$ cat src/sv/pcd_pkg.sv
`timescale 1ns / 1ps
package pcd_pkg;

  localparam int TABLE_DEPTH = 1024;
  localparam int IDX_W       = $clog2(TABLE_DEPTH);
  localparam int CNT_W       = IDX_W + 1;
  localparam int PIDX_W      = 10;
  localparam int CFG_IDX_W   = 1;
  localparam int CFG_DATA_W  = 31;
  localparam int ATOL_W      = 30;
  localparam int DTOL_W      = 31;

  localparam logic [CNT_W-1:0] DEPTH_CNT = CNT_W'(TABLE_DEPTH);

  localparam logic [CFG_IDX_W-1:0] CFG_ANGLE_TOL = 1'b0;
  localparam logic [CFG_IDX_W-1:0] CFG_DIST_TOL  = 1'b1;

  localparam logic [ATOL_W-1:0] ANGLE_TOL_RST = 30'd10737;
  localparam logic [DTOL_W-1:0] DIST_TOL_RST  = 31'd655;

  localparam logic [1:0] ST_OK   = 2'd0;
  localparam logic [1:0] ST_NORM = 2'd1;
  localparam logic [1:0] ST_FULL = 2'd2;

  localparam logic [2:0] PT_X    = 3'd0;
  localparam logic [2:0] PT_ANYX = 3'd3;

  localparam logic signed [31:0] ONE_Q30     = 32'sh4000_0000;
  localparam logic signed [31:0] NEG_ONE_Q30 = 32'shC000_0000;
  localparam logic signed [31:0] S32_MIN     = 32'sh8000_0000;
  localparam logic signed [31:0] S32_MAX     = 32'sh7FFF_FFFF;
  localparam logic [63:0]        ONE_Q60     = 64'h1000_0000_0000_0000;

  typedef struct packed {
    logic signed [31:0] nx;
    logic signed [31:0] ny;
    logic signed [31:0] nz;
    logic signed [31:0] d;
  } entry_t;

  typedef struct packed {
    logic             load_in;
    logic             len_mode;
    logic             canon_load;
    logic             rd_en;
    logic [IDX_W-1:0] rd_addr;
    logic             flush;
    logic             wr_en;
    logic [IDX_W-1:0] wr_addr;
    logic             res_load;
    logic [1:0]       res_status;
    logic             res_new;
    logic [IDX_W-1:0] res_index;
  } dp_cmd_t;

  typedef struct packed {
    logic             len_ok;
    logic             hit;
    logic [IDX_W-1:0] hit_idx;
    logic             pipe_empty;
  } dp_stat_t;

  function automatic logic signed [31:0] neg_sat(input logic signed [31:0] v);
    return (v == S32_MIN) ? S32_MAX : -v;
  endfunction

  function automatic logic [31:0] abs_mag(input logic signed [31:0] v);
    return v[31] ? (~v + 32'd1) : v;
  endfunction

endpackage

$ cat src/sv/pcd_ctrl.sv
`timescale 1ns / 1ps
module pcd_ctrl (
  input  logic               clk,
  input  logic               rst_n,
  input  logic               in_valid,
  output logic               in_ready,
  output logic               out_valid,
  input  logic               out_ready,
  input  pcd_pkg::dp_stat_t  stat,
  output pcd_pkg::dp_cmd_t   cmd
);
  import pcd_pkg::*;

  localparam logic [2:0] S_IDLE  = 3'd0;
  localparam logic [2:0] S_LEN0  = 3'd1;
  localparam logic [2:0] S_LEN1  = 3'd2;
  localparam logic [2:0] S_LEN2  = 3'd3;
  localparam logic [2:0] S_CANON = 3'd4;
  localparam logic [2:0] S_SRCH  = 3'd5;
  localparam logic [2:0] S_RES   = 3'd6;

  logic [2:0]       state_r, state_nxt;
  logic [CNT_W-1:0] idx_r, idx_nxt;
  logic [CNT_W-1:0] count_r, count_nxt;
  logic [1:0]       res_status_r, res_status_nxt;
  logic             res_new_r, res_new_nxt;
  logic [IDX_W-1:0] res_index_r, res_index_nxt;
  logic             out_valid_r, out_valid_nxt;

  always_comb begin
    state_nxt      = state_r;
    idx_nxt        = idx_r;
    count_nxt      = count_r;
    res_status_nxt = res_status_r;
    res_new_nxt    = res_new_r;
    res_index_nxt  = res_index_r;
    cmd            = '0;
    cmd.rd_addr    = idx_r[IDX_W-1:0];
    cmd.wr_addr    = count_r[IDX_W-1:0];
    cmd.res_status = res_status_r;
    cmd.res_new    = res_new_r;
    cmd.res_index  = res_index_r;
    in_ready       = 1'b0;

    unique case (state_r)
      S_IDLE: begin
        in_ready = 1'b1;
        if (in_valid) begin
          cmd.load_in = 1'b1;
          state_nxt   = S_LEN0;
        end
      end
      S_LEN0: begin
        cmd.len_mode = 1'b1;
        state_nxt    = S_LEN1;
      end
      S_LEN1: state_nxt = S_LEN2;
      S_LEN2: begin
        if (!stat.len_ok) begin
          res_status_nxt = ST_NORM;
          res_new_nxt    = 1'b0;
          res_index_nxt  = '0;
          state_nxt      = S_RES;
        end else begin
          state_nxt = S_CANON;
        end
      end
      S_CANON: begin
        cmd.canon_load = 1'b1;
        idx_nxt        = '0;
        state_nxt      = S_SRCH;
      end
      S_SRCH: begin
        cmd.rd_en = (idx_r != count_r) && !stat.hit;
        if (cmd.rd_en) begin
          idx_nxt = idx_r + 1'b1;
        end
        if (stat.hit) begin
          cmd.flush      = 1'b1;
          res_status_nxt = ST_OK;
          res_new_nxt    = 1'b0;
          res_index_nxt  = stat.hit_idx;
          state_nxt      = S_RES;
        end else if (idx_r == count_r && stat.pipe_empty) begin
          res_new_nxt = 1'b0;
          state_nxt   = S_RES;
          if (count_r == DEPTH_CNT) begin
            res_status_nxt = ST_FULL;
            res_index_nxt  = '0;
          end else begin
            cmd.wr_en      = 1'b1;
            count_nxt      = count_r + 1'b1;
            res_status_nxt = ST_OK;
            res_new_nxt    = 1'b1;
            res_index_nxt  = count_r[IDX_W-1:0];
          end
        end
      end
      S_RES: begin
        if (!out_valid_r || out_ready) begin
          cmd.res_load = 1'b1;
          state_nxt    = S_IDLE;
        end
      end
      default: state_nxt = S_IDLE;
    endcase
  end

  always_comb begin
    priority if (cmd.res_load) out_valid_nxt = 1'b1;
    else if (out_ready)        out_valid_nxt = 1'b0;
    else                       out_valid_nxt = out_valid_r;
  end

  always_ff @(posedge clk) begin
    if (!rst_n) begin
      state_r     <= S_IDLE;
      idx_r       <= '0;
      count_r     <= '0;
      out_valid_r <= 1'b0;
    end else begin
      state_r     <= state_nxt;
      idx_r       <= idx_nxt;
      count_r     <= count_nxt;
      out_valid_r <= out_valid_nxt;
    end
  end

  always_ff @(posedge clk) begin
    res_status_r <= res_status_nxt;
    res_new_r    <= res_new_nxt;
    res_index_r  <= res_index_nxt;
  end

  assign out_valid = out_valid_r;

  a_wr_room: assert property (@(posedge clk) disable iff (!rst_n)
    cmd.wr_en |-> count_r < DEPTH_CNT)
    else $error("table write with table full");

  a_hit_srch: assert property (@(posedge clk) disable iff (!rst_n)
    stat.hit |-> state_r == S_SRCH)
    else $error("search hit outside search");

  a_idx_bound: assert property (@(posedge clk) disable iff (!rst_n)
    idx_r <= count_r)
    else $error("search index beyond entry count");

  a_res_word: assert property (@(posedge clk) disable iff (!rst_n)
    cmd.res_load |=> out_valid_r)
    else $error("result loaded but no word shown");

endmodule

$ cat config.mk
export PLATFORM = sky130hd
export DESIGN_NAME = pcd_ctrl
export DESIGN_NICKNAME = d
export VERILOG_FILES = /design/src/sv/pcd_pkg.sv /design/src/sv/pcd_ctrl.sv
export SDC_FILE = /design/constraint.sdc
export NUM_CORES = 1
export LEC_CHECK = 0
export BUFFER_PORTS_ARGS = -buffer_cell sky130_fd_sc_hd__buf_2
export CAP_MARGIN = 0
export CORE_MARGIN = 4
export CORE_UTILIZATION = 45
export CTS_CLUSTER_DIAMETER = 200
export CTS_CLUSTER_SIZE = 10
export DETAILED_ROUTE_END_ITERATION = 8
export GPL_TIMING_DRIVEN = 0
export PLACE_DENSITY = 0.77
export SLEW_MARGIN = 20
export SYNTH_ARGS = -nofsm -noshare
export SYNTH_HDL_FRONTEND = slang
export SYNTH_SLANG_ARGS = --single-unit
$ cat constraint.sdc
create_clock -name clk -period 2.9 [get_ports clk]
set_input_delay 0.435 -clock clk [delete_from_list [all_inputs] [get_ports clk]]
set_output_delay 0.435 -clock clk [all_outputs]
set_load 0.005 [all_outputs]
==> key figures <==
Outcome
  – Outcome: completed

Critical path
  – Cells on worst reg2reg path: 8
  – Crit-path max FO: 10
  – Crit-path max cell delay: 0.57 ns
  – Type of origin of the critical path: flip-flop
  – Instance count on the critical path: 7
  – RR Startpoint: count_r[3]
  – CP required: 2.47 ns
  – WP buf/inv: 4
  – Critical Path, Cell by Cell: xor2_1 > or4_4 > o31ai_4 > buf_6 > buf_12 > inv_1 > buf_2
  – Setup CP Type: reg2out
  – Crit end category: output port
  – Slowest cell on the critical path: or4_4
  – Top Family by Delay on Critical Path: simple AND/OR/NAND/NOR gates
  – Worst Path Arrival: 2.31 ns
  – Worst setup path start: count_r[9]

Timing
  – Least-Margin Pin Slew: 0.652 ns
  – Final Hold Viols: 0
  – # setup viols final: 0
  – Final period util: 94.8%
  – Fmax achieved: 364 MHz
  – Slew Limit Fails: 0
  – Slew Limit Headroom: 56.6%
  – Minimum clock period: 2.75 ns
  – Clk_skew: 0.00789 ns
  – RSZ-0062 raised after global routing: false

Synthesis
  – Netlist cell types: 42
  – Post-synth top area share: 22.6%
  – Largest cells by area after synthesis: dfxtp_1 23%, edfxtp_1 17%, buf_4 7.5%, xor2_1 4.2%, mux2i_1 3.9%
  – Yosys warns: 0
  – Syn Nets: 274
  – Top FF cell, synth: dfxtp_1
  – Most common cell in the synthesized netlist: dfxtp_1
  – Async set or reset register ratio after synthesis: 0%
  – Syn avg cell area: 9.08 µm²
  – Post-Syn Area: 0.00231 mm²
  – Leading cell types by count after synthesis: 26 x dfxtp_1, 23 x buf_4, 20 x nand2_1
  – Area leader, netlist: dfxtp_1
  – Yosys reg bits: 39
  – Sequential fraction of the synthesis area: 39.5%
  – Number of synthesized flops with an enable pin: 13
  – Synthesized instance count: 254

GRT
  – Pin count of the biggest net entering global routing: 13
  – Top Usage Layer GRT: met2
  – First-pass GRT wire length: 9270 µm
  – Grt ovf: 0
  – Met2 Use GR: 30.3%
  – Vias in the first global route: 1,994
  – Grt met3 use: 4.18%
  – Initial antenna violation count: 0
  – Global routing usage on met1: 23.5%
  – Total GRT Usage: 18.4%

Route
  – DRT Pass-1 Iters: 4
  – DRT iter0 DRCs: 131
  – Routed vias: 2,088
  – DRC Markers: 0
  – Total routed wirelength: 5450 µm
  – Vias per std cell: 5.41
  – Routed len/inst: 14.1 µm
  – Post-DRT Antenna Nets: 0

Final layout
  – Share of cells above drive strength 1: 33.5%
  – Nets: 338
  – P&R area growth vs syn: 22.2%
  – Fin cells: 386
  – Diode count: 0

Place
  – Dpl cells: 379
  – Buffers on Ports: 57
  – Placer Congestion: 0.812
  – DP HPWL: 4070 µm

Min path
  – Hold crit path type: in2reg
  – Min-delay src: stat[8]
  – Worst hold path cell count: 2

Floorplan
  – Core Area: 0.00485 mm²
  – Die height: 79.6 µm
  – IO Pins: 59
  – DIE AREA: 0.00633 mm²
  – Initial core utilization: 47.6%
  – # rows: 25
  – Die X: 79.6 µm

Clock network
  – H-tree levels: 2
  – TritonCTS buffer count: 5
  – Clock Latency Late Sink: 0.29 ns
  – Worst-path clk slew: 0.08 ns
  – Max Root-Sink Buffers: 2
  – CTS Sinks: 39
  – CTS tree: built
  – CTS Hold Bufs: 0
  – Setup Fix Bufs, Post-CTS: 0
  – Clock root cell: clkbuf_8

Power and ir drop
  – Maximum vdd drop: 0.298 mV
  – P_leak: 1.26 nW
  – Power Total: 1.22 mW
  – Pwr per Cell Area: 432 mW/mm²

Job
  – Number of max-cap violations: 0
metrics by stage:
step	util, %	TNS, ns	instance area (µm²)	setup WS, ns	hold slack [ns]
global placement	55.2	-4.25	2680	-0.327	0.479
detailed placement	55.4	0	2690	0.428	0.480
floorplan	-	0	2310	0.211	0.463
global route	58.1	0	2820	0.000282	0.429
finish	58.1	0	2820	0.152	0.431
CTS	58.2	0	2820	0.104	0.426
worst register-to-register path: cells and delay by family, from the launching register on:
kind          cells  cell delay (ns)
xor+xnor          1             0.16
buf+inv           3             0.66
flops             1             0.31
simple gates      4             1.07
layout by cell type (no fill, tap or decap), drive strengths merged, types with 2 or more instances in the layout:
cell type	Yosys	layout
nand2	20	20
xor2	11	11
clkbuf	9	14
ha	3	3
bufinv	0	2
a22o	4	4
buf	29	87
inv	11	11
nand2b	2	2
nor4	3	3
mux2i	9	9
a21oi	19	19
o211ai	2	2
edfxtp	13	13
a31oi	2	2
o41ai	2	2
dfxtp	26	26
nand4	8	8
o31ai	9	9
and2	4	4
nor3	7	7
nor2	14	14
or3	9	9
o21ai	11	11
or4	13	13
nand3	6	6
where the power goes:
part | switching [mW] | internal (mW) | total [mW]
registers | 0.00674 | 0.570 | 0.577
clock network | 0.191 | 0.344 | 0.535
logic | 0.0623 | 0.0422 | 0.104
routing by layer:
| layer | vias up | wire length, µm |
|---|---|---|
| li1 | 1029 | - |
| met4 | 0 | 104 |
| met1 | 967 | 2430 |
| met3 | 14 | 399 |
| met2 | 78 | 2520 |
| met5 | - | 0 |
worst paths after layout:
| kind | end | slack, ns |
|---|---|---|
| worst max-delay path | cmd[36] | 0.15 |
| worst min register to register | idx_r[10] | 0.50 |
| worst max register to register | res_index_r[8] | 0.42 |
| worst min-delay path | res_index_r[7] | 0.43 |
flip-flops by register name, summed over array words and instances, names as in the netlist:
signal        count
out_valid         1
res_status_r      2
state_r           3
res_new_r         1
idx_r            11
count_r          11
res_index_r      10
repair_timing:
| action | CTS | global route |
|---|---|---|
| endpoints found under the setup margin | 0 | 1 |
| gates resized for setup | 0 | 1 |
| hold endpoints to repair | 0 | 0 |
cell type report:
class                           count  area, µm²
Fill cell                         428       2030
Multi-Input combinational cell    166       1090
Sequential cell                    39        912
Timing Repair Buffer               58        293
Buffer                             37        260
Tap cell                           67       83.8
Clock buffer                        6       72.6
Clock inverter                      2       60.1
Inverter                           11       41.3
logic make-up after synthesis:
kind of cell / after synthesis / synth area share [%]
buffers and inverters: 49 / 13.2
xor gates and xnor gates: 11 / 4.18
and+or+nand+nor: 93 / 23.1
muxes: 9 / 3.91
DFF: 39 / 39.5
AOI/OAI and AO/OA: 50 / 14.5
adders and majority gates: 3 / 1.63
Note: power is estimated with default switching activity, not from simulation.
